### config.mk
export PLATFORM = sky130hd
export DESIGN_NAME = lsse_front
export DESIGN_NICKNAME = d
export VERILOG_FILES = /design/src/hw/rtl/lsse_pkg.sv /design/src/hw/rtl/lsse_front.sv
export SDC_FILE = /design/constraint.sdc
export NUM_CORES = 1
export LEC_CHECK = 0
export ABC_AREA = 1
export BUFFER_PORTS_ARGS = -buffer_cell sky130_fd_sc_hd__buf_2
export CELL_PAD_IN_SITES_DETAIL_PLACEMENT = 0
export CELL_PAD_IN_SITES_GLOBAL_PLACEMENT = 1
export CORE_MARGIN = 2
export CORE_UTILIZATION = 40
export DETAILED_ROUTE_END_ITERATION = 12
export PLACE_DENSITY_LB_ADDON = 0.1
export SLEW_MARGIN = 10
export SYNTH_ARGS = -nofsm -noshare
export SYNTH_HDL_FRONTEND = slang
export SYNTH_SLANG_ARGS = --single-unit
### constraint.sdc
create_clock -name clock -period 12.44 [get_ports clock]
set_clock_uncertainty 0.2 [all_clocks]
set_input_delay 1.866 -clock clock [delete_from_list [all_inputs] [get_ports clock]]
set_output_delay 1.866 -clock clock [all_outputs]
set_load 0.005 [all_outputs]
### src/hw/rtl/lsse_pkg.sv
// lsse_pkg: shared widths, coefficient tables, types and codes for the
// linear state-space euler step block; used by every rtl file of the block
`default_nettype none

package lsse_pkg;

   localparam int NUM_STATES = 4;
   localparam int ROW_W      = 2;
   localparam int CTRL_W     = 16;
   localparam int STATE_W    = 32;
   localparam int STEP_W     = 16;
   localparam int COEF_W     = 17;
   localparam int PROD_A_W   = COEF_W + STATE_W;
   localparam int PROD_B_W   = COEF_W + CTRL_W;
   localparam int DERIV_W    = 50;
   localparam int D16_W      = 36;
   localparam int SCALED_W   = D16_W + STEP_W + 1;
   localparam int INC_W      = 37;
   localparam int TOTAL_W    = 38;
   localparam int D_SHIFT    = 14;
   localparam int S_SHIFT    = 16;
   localparam int B_SHIFT    = 2;

   localparam int QUEUE_DEPTH = 2;

   localparam int CSR_ADDR_W = 3;
   localparam int CSR_DATA_W = 32;
   localparam int CSR_IDX_W  = 1;
   localparam logic [CSR_IDX_W-1:0] CSR_STEP_SIZE = 1'b0;

   localparam logic [STEP_W-1:0] STEP_SIZE_RESET = 16'd2185;

   localparam logic signed [DERIV_W-1:0]  D_HALF = DERIV_W'(8192);
   localparam logic signed [SCALED_W-1:0] S_HALF = SCALED_W'(32768);
   localparam logic signed [TOTAL_W-1:0]  SAT_HI = TOTAL_W'(2147483647);
   localparam logic signed [TOTAL_W-1:0]  SAT_LO = ~SAT_HI;

   typedef logic signed [COEF_W-1:0] coef_type;
   typedef logic [NUM_STATES-1:0][CTRL_W-1:0]  ctrl_vec_type;
   typedef logic [NUM_STATES-1:0][STATE_W-1:0] state_vec_type;

   // head of the word queue as seen by the back end
   typedef struct packed {
      logic         valid;
      ctrl_vec_type ctrl;
   } qhead_type;

   typedef enum logic [3:0] {
      ST_IDLE   = 4'b0001,
      ST_ISSUE  = 4'b0010,
      ST_DRAIN  = 4'b0100,
      ST_COMMIT = 4'b1000
   } seq_type;

   // Q2.14 coefficients, row major
   localparam coef_type COEF_A [NUM_STATES][NUM_STATES] = '{
      '{-17'sd12625, -17'sd84,    17'sd3711,   17'sd2959},
      '{ 17'sd267,   -17'sd5795, -17'sd4604,   17'sd257},
      '{-17'sd3369,  -17'sd1149, -17'sd20392,  17'sd1519},
      '{-17'sd5192,   17'sd772,  -17'sd624,   -17'sd27838}
   };

   localparam coef_type COEF_B [NUM_STATES][NUM_STATES] = '{
      '{ 17'sd15788, -17'sd1352, -17'sd2448,  -17'sd321},
      '{ 17'sd185,    17'sd16712,-17'sd441,   -17'sd1463},
      '{ 17'sd554,   -17'sd177,   17'sd31080, -17'sd800},
      '{ 17'sd2335,   17'sd436,  -17'sd2310,   17'sd33587}
   };

endpackage

`default_nettype wire

### src/hw/rtl/lsse_front.sv
// lsse_front: input side, takes control words into a short queue
// depends on lsse_pkg
`default_nettype none

module lsse_front #(
   parameter int DEPTH = lsse_pkg::QUEUE_DEPTH
) (
   input  wire logic                    clock,
   input  wire logic                    reset,
   input  wire logic                    req_valid,
   output logic                         req_stall,
   input  wire lsse_pkg::ctrl_vec_type  req_ctrl,
   output lsse_pkg::qhead_type          head,
   input  wire logic                    pop
);

   localparam int PTR_W = (DEPTH > 1) ? $clog2(DEPTH) : 1;
   localparam int CNT_W = $clog2(DEPTH + 1);

   lsse_pkg::ctrl_vec_type mem_ff [DEPTH];
   logic [PTR_W-1:0] wr_ptr_ff, wr_ptr_in;
   logic [PTR_W-1:0] rd_ptr_ff, rd_ptr_in;
   logic [CNT_W-1:0] count_ff, count_in;
   logic             push;
   logic             pop_go;
   logic             full;

   assign full      = (count_ff == CNT_W'(DEPTH));
   assign req_stall = full;
   assign push      = req_valid && !full;
   assign pop_go    = pop && (count_ff != '0);

   assign head.valid = (count_ff != '0);
   assign head.ctrl  = mem_ff[rd_ptr_ff];

   always_comb begin
      wr_ptr_in = wr_ptr_ff;
      rd_ptr_in = rd_ptr_ff;
      if (push) begin
         wr_ptr_in = (wr_ptr_ff == PTR_W'(DEPTH - 1)) ? '0 : wr_ptr_ff + 1'b1;
      end
      if (pop_go) begin
         rd_ptr_in = (rd_ptr_ff == PTR_W'(DEPTH - 1)) ? '0 : rd_ptr_ff + 1'b1;
      end
      unique case ({push, pop_go})
         2'b10:   count_in = count_ff + 1'b1;
         2'b01:   count_in = count_ff - 1'b1;
         default: count_in = count_ff;
      endcase
   end

   always_ff @(posedge clock) begin
      if (reset) begin
         wr_ptr_ff <= '0;
         rd_ptr_ff <= '0;
         count_ff  <= '0;
      end else begin
         wr_ptr_ff <= wr_ptr_in;
         rd_ptr_ff <= rd_ptr_in;
         count_ff  <= count_in;
      end
   end

   always_ff @(posedge clock) begin
      if (push) begin
         mem_ff[wr_ptr_ff] <= req_ctrl;
      end
   end

endmodule

`default_nettype wire

==> After elaboration in Yosys (flattened, before gate mapping) <==
Memory sizes are Yosys's and may differ from the RTL's. A register that Yosys moved wholly into a read port is not among the register bits.
Cells that the tools add are included.
{ "classes": {"n_eq_ne": 3, "n_reduce_logical": 5, "n_addsub": 4, "n_mux": 7} }
{ "op_table": {"columns": ["operator", "count"], "rows": [
  ["$mux W1", 6],
  ["$eq A2 B2 Y1 const B", 2],
  ["$pmux W2 S2", 1],
  ["$reduce_bool A2 Y1", 2],
  ["$add A1 B1 Y1 const B", 2],
  ["$add A2 B1 Y2 const B", 1],
  ["$eq A2 B1 Y1 const B", 1],
  ["$logic_and A1 B1 Y1", 2],
  ["$sub A2 B1 Y2 const B", 1],
  ["$logic_not A1 Y1", 1]
]} }
{ "totals": {"input_bits": 68, "reg_bits": 4, "ramBits": 128, "output_inout_bits": 66, "mem_count": 1} }
{ "memory_table": {"columns": ["memory", "depth", "word_bits", "rd", "rd_clocked_by_memory_dff", "write_ports", "line", "text"], "rows": [
  ["mem_ff", 2, 64, 1, 1, 1, "lsse_front.sv:20", "lsse_pkg::ctrl_vec_type mem_ff [DEPTH];"]
]} }

==> Depth between registers and ports, before layout <==
Gate-level depths: netlist of the first run.
{ "logic_depth": {"ltp_word": 5, "mapped_depth": 10} }

==> Worst setup path before layout of the first run <==
Ideal clock, no wire load.
{ "synth_timing": {"kind": "input to register", "from": "in req_valid", "to": "mem mem_ff[0][0] in the netlist's numbering (enable)", "arrival_time_ps": 4793, "setup_ps": 486, "n_path_buf": 0, "cell_stages": 4, "setup_slack_ps": 6961, "cell_sequence": "inv_1 > nor2_1 > inv_1 > nor2_1"} }
{ "synth_via": {"elab_chain_len": 3} }
{ "synth_rtl": {"columns": ["element", "line", "text"], "rows": [
  ["start, declared", "lsse_front.sv:10", "input wire logic req_valid,"],
  ["$logic_and A1 B1 Y1", "lsse_front.sv:30", "assign push = req_valid && !full;"],
  ["$mux W1", "lsse_front.sv:65", "if (push) begin"],
  ["$mux W1 (implied by the code)", "lsse_front.sv:66", "mem_ff[wr_ptr_ff] <= req_ctrl;"],
  ["end, declared", "lsse_front.sv:20", null]
]} }
Every way passes these cells.

==> results.json, run 1 <==
{
  "run_status": "complete, no violations",
  "drc": 0,
  "p_leak_nw": 2.62,
  "worstSetupPathType": "reg2out",
  "hold_class": "reg2reg",
  "post_drt_via_cell_ratio": 4.44,
  "crit_buf_inv": 2,
  "grtUsageTotal_pct": 13.0,
  "grt_max_degree": 57,
  "cts_root_buffer": "clkbuf_16",
  "drv_cap": 0,
  "antenna_cells": 0,
  "hpwlAfterDp_um": 5550,
  "fmax_mhz": 230,
  "path_cells": "buf_4 -> mux2_2 -> buf_2",
  "rsz0062_at_grt": "false",
  "ctsLongestPathBuffers": 2,
  "gp_congestion": 0.683,
  "boundaryPins": 134,
  "met3_usage_pct": 5.09,
  "crit_path_end_kind": "primary output",
  "yosysSeqAreaShare_pct": 76.3,
  "tightest_slew_ns": 0.849,
  "antenna_found_initial": 0,
  "syn-cell-area_um2": 5170,
  "num_rows": 41,
  "startpoint_type": "flip-flop",
  "cts_made_buffers": 17,
  "gr-total-overflow": 0,
  "first_pass_iters": 4,
  "reg2reg_setup_slack_ns": 10.10,
  "die_h_um": 118,
  "post_cts_resized": 0,
  "cts.sinks": 133,
  "drt_iter0_drc": 67,
  "core_area_um2": 12600,
  "met1_usage_pct": 15.2,
  "p_per_area_nw_per_um2": 197,
  "critPathMaxStageDelay_ns": 0.75,
  "relSlewSlack_pct": 43.4,
  "clk_pin_slew_worst_paths_ns": 0.05,
  "io_buffers": 133,
  "area_growth_pct": 26.7,
  "post_cts_buffers": 0,
  "cp_data_arrival_time_ns": 2.28,
  "fin_nets": 456,
  "timing.setup.tns_ns": 0,
  "synth-seq-cells": 133,
  "crit_required_ns": 10.37,
  "insertion_delay_ns": 0.41,
  "grt_pass1_wl_um": 13400,
  "cts_tree": "yes",
  "postSynthAreaPerCell_um2": 21.6,
  "grt_pass1_vias": 2664,
  "netlist_instances": 239,
  "num_vias": 2534,
  "use_met2_pct": 21.1,
  "fin_crit_sh_pct": 35.0,
  "holdBufCountCts": 0,
  "final_area_um2": 6550,
  "dieArea_um2": 13800,
  "synth_warnings": 0,
  "setup_violations": 0,
  "die_w_um": 118,
  "critPathSlowestCell": "buf_4",
  "top_usage_layer": "met2",
  "cp_top_family": "buffers and inverters",
  "synth_cell_types": 13,
  "synth_nets": 308,
  "drv_slew": 0,
  "ir_drop_mv": 0.0839,
  "drive_above_1_share_pct": 57.6,
  "cp_max_fo": 45,
  "htree_levels": 4,
  "place_area_um2": 5950,
  "antenna_left": 0,
  "hold_violations": 0,
  "wl_per_cell_um": 15.6,
  "routed_wl_um": 8890,
  "start_util_pct": 40.9,
  "period_needed_ns": 4.35
}
## routing by layer
layer  up-vias  wire length, um
met3        11              541
met2        84             4320
met5         -                0
li1       1210                -
met4         0              143
met1      1229             3880
## state kept, by name, indices dropped and copies added, names as in the netlist, named ones only
register / flops
mem_ff: 128
wr_ptr_ff: 1
count_ff: 2
rd_ptr_ff: 1
## synth_stat cells
| cell type | instances | area [um^2] |
|---|---|---|
| edfxtp_1 | 128 | 3840 |
| mux2_4 | 60 | 901 |
| nor2_1 | 12 | 45.0 |
| inv_1 | 10 | 37.5 |
| nand2_1 | 8 | 30.0 |
| buf_12 | 6 | 120 |
| dfxtp_1 | 5 | 100 |
| mux2_2 | 4 | 45.0 |
| o21ai_0 | 2 | 10.0 |
| a21oi_1 | 1 | 5.00 |
| buf_6 | 1 | 11.3 |
| ha_1 | 1 | 12.5 |
| nand4_1 | 1 | 6.26 |
## worst reg2reg max path, cell delays in order, from the launching register on
cell     delay [ns]
dfxtp_1        0.37
nor2_1         0.08
nor2_1         0.16
nand2_1        0.10
inv_2          0.43
buf_4          0.56
## layout make-up
type / count / area, um^2
clock buffers: 20 / 437
clock inverters: 11 / 159
fillers: 1104 / 6070
inverters: 10 / 37.5
multi-input cells: 89 / 1060
flip-flops and latches: 133 / 3950
well taps: 172 / 215
repair buffers: 136 / 688
## layout by cell type (no fill, tap or decap)
master	Yosys	layout
nor2_4	0	1
nand2_1	8	8
dfxtp_4	0	1
inv_1	10	9
clkinv_2	0	4
dfxtp_1	5	4
bufinv_16	0	4
inv_2	0	1
clkinv_1	0	1
o21ai_0	2	2
a21oi_1	1	1
mux2_2	4	4
clkbuf_16	0	17
nand4_1	1	1
mux2_4	60	60
edfxtp_1	128	128
clkbuf_1	0	3
buf_2	0	133
buf_4	0	3
nor2_1	12	11
ha_1	1	1
clkinvlp_4	0	2
## metrics by stage
stage | power, mW | setup slack (ns) | util, % | hold slack [ns] | std cells
2_1_floorplan | 0.730 | 6.96 | - | 0.265 | 239
3_3_place_gp | 0.796 | 8.46 | 47.2 | 0.278 | 540
3_5_place_dp | 0.798 | 8.45 | 47.2 | 0.299 | 540
4_1_cts | 1.31 | 8.02 | 51.9 | 0.312 | 571
5_1_grt | 1.34 | 7.97 | 51.9 | 0.363 | 571
6_report | 1.29 | 8.09 | 51.9 | 0.310 | 571
## where the power goes
part	internal, mW	switching (mW)	leakage, nW	total [mW]
clock network	0.332	0.172	0.287	0.504
registers	0.549	0.0195	1.24	0.568
logic	0.119	0.0963	1.09	0.215
total	0.999	0.288	2.62	1.29
## worst paths after layout
path                   endpoint        start  cells after the start
setup / recovery       head[44]    flip-flop                      3
hold / removal        rd_ptr_ff    rd_ptr_ff                      2
setup reg to reg  mem_ff[1][36]  count_ff[0]                      5
hold reg to reg       rd_ptr_ff    rd_ptr_ff                      2
## kinds of logic after synthesis
kind of cell             synth area share (%)
flip-flops                               76.3
multiplexers                             18.3
AND/OR/NAND/NOR                          1.57
buffers and inverters                    3.27
AO/OA/AOI/OAI                           0.290
adder cells (fa/ha/maj)                 0.242
Power figures use the tool's default switching activity.
==> run 2, diff against run 1 <==
==> constraint.sdc (replaced) <==
create_clock -name clock -period 4.1 [get_ports clock]
set_clock_uncertainty 0.2 [all_clocks]
set_input_delay 0.615 -clock clock [delete_from_list [all_inputs] [get_ports clock]]
set_output_delay 0.615 -clock clock [all_outputs]
set_load 0.005 [all_outputs]
==> run 2 against run 1 <==
Largest cell class unchanged. Die area stayed put. Critical path depth unchanged. Flip-flop and latch count did not move. Global-route usage is 0.16 points lower. Largest power group unchanged. Sequential power rose to 3.1 times the previous value. Power rose to 3.0 times the previous value. First-iteration DRC count increased by 130%. Core utilization increased by 0.16 points. Clock power grew to 2.9 times the previous value. Non-clock buffer count is 1 higher. Worst hold slack worse by 0.11 ns. Combinational power grew to 3.0 times the previous value. Critical path type unchanged.
==> results.json, run 2 (same netlist as run 1, synthesis figures left out) <==
{
  "ir_drop_mv": 0.296,
  "core_area_um2": 12600,
  "layout_common_cells": "buf_2 (133), edfxtp_1 (128), mux2_4 (60)",
  "crit_required_ns": 3.28,
  "io_buffers": 133,
  "drv_cap": 0,
  "grtUsageTotal_pct": 12.9,
  "hold_depth": 1,
  "post_cts_resized": 0,
  "htree_levels": 4,
  "clock_power_share_pct": 38.2,
  "p_int_mw": 3.00,
  "gp_congestion": 0.667,
  "gr-total-overflow": 0,
  "final_area_um2": 6570,
  "num_rows": 41,
  "fin_nets": 457,
  "antenna_left": 0,
  "cts.sinks": 133,
  "largest-register": "mem_ff",
  "drv_slew": 0,
  "cts_root_buffer": "clkbuf_16",
  "run_status": "complete, no violations",
  "met1_usage_pct": 15.2,
  "utilization_pct": 52.0,
  "total_power_mw": 3.86,
  "num_vias": 2550,
  "wl_per_cell_um": 15.1,
  "hold_violations": 0,
  "reg2reg_depth": 5,
  "power_switching_mw": 0.865,
  "die_h_um": 118,
  "cts_made_buffers": 17,
  "insertion_delay_ns": 0.40,
  "holdBufCountCts": 0,
  "antenna_cells": 0,
  "cp_top_family": "flip-flops",
  "grt_max_degree": 41,
  "antenna_found_initial": 0,
  "grt_pass1_vias": 2624,
  "hold_class": "in2reg",
  "routed_wl_um": 8670,
  "r2r_end": "mem_ff[1][40]",
  "use_met2_pct": 19.9,
  "grt_pass1_wl_um": 13300,
  "post_cts_buffers": 0,
  "critPathSlowestCell": "dfxtp_4",
  "n_fill_cell": 1066,
  "min_to": "mem_ff[1][34]",
  "first_pass_iters": 4,
  "cts_tree": "yes",
  "p_seq_share_pct": 45.2,
  "cp_max_fo": 40,
  "path_cells": "buf_12 -> mux2_2 -> buf_2",
  "ctsLongestPathBuffers": 2,
  "period_needed_ns": 2.85,
  "critPathMaxStageDelay_ns": 0.83,
  "fmax_mhz": 351,
  "rsz0062_at_grt": "false",
  "pre_cts_ws_ns": 1.60,
  "worstSetupPathType": "reg2out",
  "p_per_area_nw_per_um2": 588,
  "p_leak_nw": 2.63,
  "drc": 0,
  "relSlewSlack_pct": 49.5,
  "reg2reg_setup_slack_ns": 1.99,
  "dieArea_um2": 13800,
  "swShare_pct": 22.4,
  "die_w_um": 118,
  "place_area_um2": 5980,
  "fin_crit_sh_pct": 69.6,
  "min_from": "req_ctrl[34]",
  "p_comb_share_pct": 16.5,
  "tightest_slew_ns": 0.757,
  "fin_ws_ns": 1.25,
  "drt_iter0_drc": 154,
  "final_common_cell": "buf_2",
  "crit_path_end_kind": "primary output",
  "timing.setup.tns_ns": 0,
  "top_usage_layer": "met2",
  "startpoint_type": "flip-flop",
  "crit_buf_inv": 2,
  "top_regs": "mem_ff: 128 flops, count_ff: 2 flops",
  "r2r_start": "count_ff[0]",
  "start_util_pct": 40.9,
  "met3_usage_pct": 5.04,
  "hpwlAfterDp_um": 5590,
  "largest_reg_flops": 128,
  "area_growth_pct": 27.1,
  "cp_data_arrival_time_ns": 2.04,
  "drive_above_1_share_pct": 58.1,
  "boundaryPins": 134,
  "clk_pin_slew_worst_paths_ns": 0.05,
  "setup_violations": 0,
  "post_drt_via_cell_ratio": 4.45
}
run 2: area by class of cell:
cell class / count / area [um^2] / area share [%]
Inverter: 10 / 37.5 / 0.572
Clock buffer: 21 / 450 / 6.86
Tap cell: 172 / 215 / 3.28
Clock inverter: 11 / 133 / 2.02
Multi-Input combinational cell: 89 / 1060 / 16.2
Timing Repair Buffer: 137 / 721 / 11.0
Sequential cell: 133 / 3950 / 60.1
run 2: stage by stage:
step / cells / hold WS (ns)
global placement: 541 / 0.281
CTS: 573 / 0.175
global route: 573 / 0.178
detailed placement: 541 / 0.286
floorplan: 239 / 0.265
finish: 573 / 0.196
run 2: worst max-delay path by stage:
stage	startpoint	end	depth (start not counted)
after floorplan	req_valid	mem_ff[0][0]	4
after global placement	flip-flop	head[51]	3
after detailed placement	flip-flop	head[50]	3
after CTS	flip-flop	head[50]	3
after global routing	flip-flop	head[51]	3
final	flip-flop	head[50]	3
run 2: routing by layer:
metal | share of wire (%) | vias up
met3 | 6.3 | 15
li1 | - | 1215
met1 | 43 | 1228
met5 | 0 | -
met4 | 2.3 | 0
met2 | 48 | 92
run 2: power by group through the flow:
stage,Combinational [mW],Clock [mW],Sequential [mW]
6_report,0.639,1.48,1.75
5_1_grt,0.697,1.56,1.76
4_1_cts,0.656,1.51,1.75
3_5_place_dp,0.653,0,1.78
3_3_place_gp,0.649,0,1.77
2_1_floorplan,0.487,0,1.72
==> run 3, diff against run 2 <==
==> constraint.sdc (replaced) <==
create_clock -name clock -period 2.8 [get_ports clock]
set_clock_uncertainty 0.2 [all_clocks]
set_input_delay 0.42 -clock clock [delete_from_list [all_inputs] [get_ports clock]]
set_output_delay 0.42 -clock clock [all_outputs]
set_load 0.005 [all_outputs]
==> run 3 against run 2 <==
Count of clock-buffer cells in the layout rose by 3. Sequential share of layout area is 4.3 points lower. Critical path depth unchanged.
==> results.json, run 3 (same netlist as run 1, synthesis figures left out) <==
{
  "hpwlAfterDp_um": 5420,
  "post_drt_via_cell_ratio": 4.37,
  "fin_nets": 515,
  "insertion_delay_ns": 0.41,
  "place_area_um2": 5990,
  "tightest_slew_ns": 0.540,
  "hold_violations": 0,
  "antenna_cells": 0,
  "cp_max_fo": 64,
  "antenna_found_initial": 0,
  "pre_cts_ws_ns": 0.875,
  "critPathMaxStageDelay_ns": 0.40,
  "cts_root_buffer": "clkbuf_16",
  "post_cts_buffers": 0,
  "ctsLongestPathBuffers": 2,
  "crit_path_end_kind": "primary output",
  "grt_max_degree": 65,
  "fin_ws_ns": 0.446,
  "dp_cells": 542,
  "critPathSlowestCell": "mux2_2",
  "p_seq_share_pct": 45.5,
  "die_w_um": 118,
  "antenna_left": 0,
  "wl_per_cell_um": 14.5,
  "die_h_um": 118,
  "worstSetupPathType": "reg2out",
  "hold_class": "in2reg",
  "p_leak_nw": 2.83,
  "ir_drop_mv": 0.467,
  "p_per_area_nw_per_um2": 775,
  "run_status": "complete, no violations",
  "num_rows": 41,
  "instances_no_fill": 631,
  "total_power_mw": 5.48,
  "clk_pin_slew_worst_paths_ns": 0.05,
  "timing.setup.tns_ns": 0,
  "grtUsageTotal_pct": 13.9,
  "fin_crit_sh_pct": 84.1,
  "drt_iter0_drc": 100,
  "num_vias": 2760,
  "drc": 0,
  "path_cells": "buf_12 -> mux2_2 -> buf_2",
  "relSlewSlack_pct": 64.0,
  "area_growth_pct": 36.9,
  "period_needed_ns": 2.35,
  "drv_cap": 0,
  "final_common_cell": "buf_2",
  "cts.sinks": 133,
  "first_pass_iters": 4,
  "dieArea_um2": 13800,
  "p_int_mw": 4.23,
  "power_switching_mw": 1.25,
  "drive_above_1_share_pct": 49.0,
  "routed_wl_um": 9160,
  "reg2reg_setup_slack_ns": 0.97,
  "crit_buf_inv": 2,
  "start_util_pct": 40.9,
  "top_regs": "mem_ff: 128 flops, count_ff: 2 flops",
  "gp_congestion": 0.734,
  "final_area_um2": 7070,
  "largest_reg_flops": 128,
  "fmax_mhz": 425,
  "grt_pass1_wl_um": 14600,
  "cts_made_buffers": 17,
  "drv_slew": 0,
  "cp_top_family": "buffers and inverters",
  "swShare_pct": 22.8,
  "crit_required_ns": 2.18,
  "cts_tree": "yes",
  "boundaryPins": 134,
  "htree_levels": 4,
  "io_buffers": 133,
  "core_area_um2": 12600,
  "startpoint_type": "flip-flop",
  "clock_power_share_pct": 35.0,
  "setup_violations": 0,
  "layout_common_cells": "buf_2 (133), edfxtp_1 (128), mux2_4 (60)",
  "grt_pass1_vias": 2967,
  "p_comb_share_pct": 19.5,
  "cp_data_arrival_time_ns": 1.73,
  "largest-register": "mem_ff",
  "rsz0062_at_grt": "false",
  "gr-total-overflow": 0
}
-- run 3: cell count changes in the layout (fill, tap and decap cells not counted) --
cell / before / now
clkinv_1: 0 / 5
clkbuf_8: 1 / 0
clkinvlp_4: 1 / 0
clkinv_2: 7 / 2
dlygate4sd3_1: 0 / 57
clkbuf_1: 3 / 7
bufinv_16: 3 / 1
buf_4: 2 / 3
-- run 3: power by group through the flow --
stage	clock network [mW]	logic [mW]	registers, mW
floorplan	0	0.716	2.52
global placement	0	1.03	2.52
detailed placement	0	1.03	2.53
CTS	1.97	1.10	2.49
global route	2.06	1.17	2.51
finish	1.92	1.07	2.49
-- run 3: final timing paths --
path | startpoint | to | cells past startpoint
setup reg to reg | count_ff[0] | mem_ff[1][52] | 5
hold reg to reg | rd_ptr_ff | rd_ptr_ff | 2
setup / recovery | flip-flop | head[50] | 3
hold / removal | req_ctrl[24] | mem_ff[1][24] | 1
-- run 3: layout make-up --
| type | count | area (um^2) |
|---|---|---|
| Multi-Input combinational cell | 89 | 1060 |
| Clock inverter | 8 | 58.8 |
| Fill cell | 1050 | 5550 |
| Timing Repair Buffer | 195 | 1300 |
| Clock buffer | 24 | 452 |
| Tap cell | 172 | 215 |
| Inverter | 10 | 37.5 |
| Sequential cell | 133 | 3950 |
-- run 3: timing repair --
item                                   4_1_cts  5_1_grt
hold buffers                                57        0
setup endpoints to repair                    0        0
gates resized for setup                      0        0
endpoints found under the hold margin      112        0
-- run 3: per-stage QoR --
stage | utilization, % | hold slack [ns]
floorplan | - | 0.265
global placement | 47.5 | 0.282
detailed placement | 47.5 | 0.295
CTS | 56.0 | 0.000378
global route | 56.0 | 0.00305
finish | 56.0 | 0.0127
-- run 3: routing by layer --
layer | up-vias | track usage (%) | part of all wire (%) | routed length (um)
met1 | 1322 | 15.9 | 42 | 3880
met2 | 89 | 23.2 | 51 | 4650
met3 | 11 | 4.75 | 5.3 | 489
li1 | 1338 | - | - | -
met4 | 0 | 7.08 | 1.6 | 143
met5 | - | 0 | 0 | 0
-- run 3: worst reg2reg max path, cell delays in order (launching register included) --
cell     delay (ns)
dfxtp_1        0.37
nor2_1         0.09
nor2_1         0.17
nand2_1        0.10
inv_2          0.06
buf_4          0.43
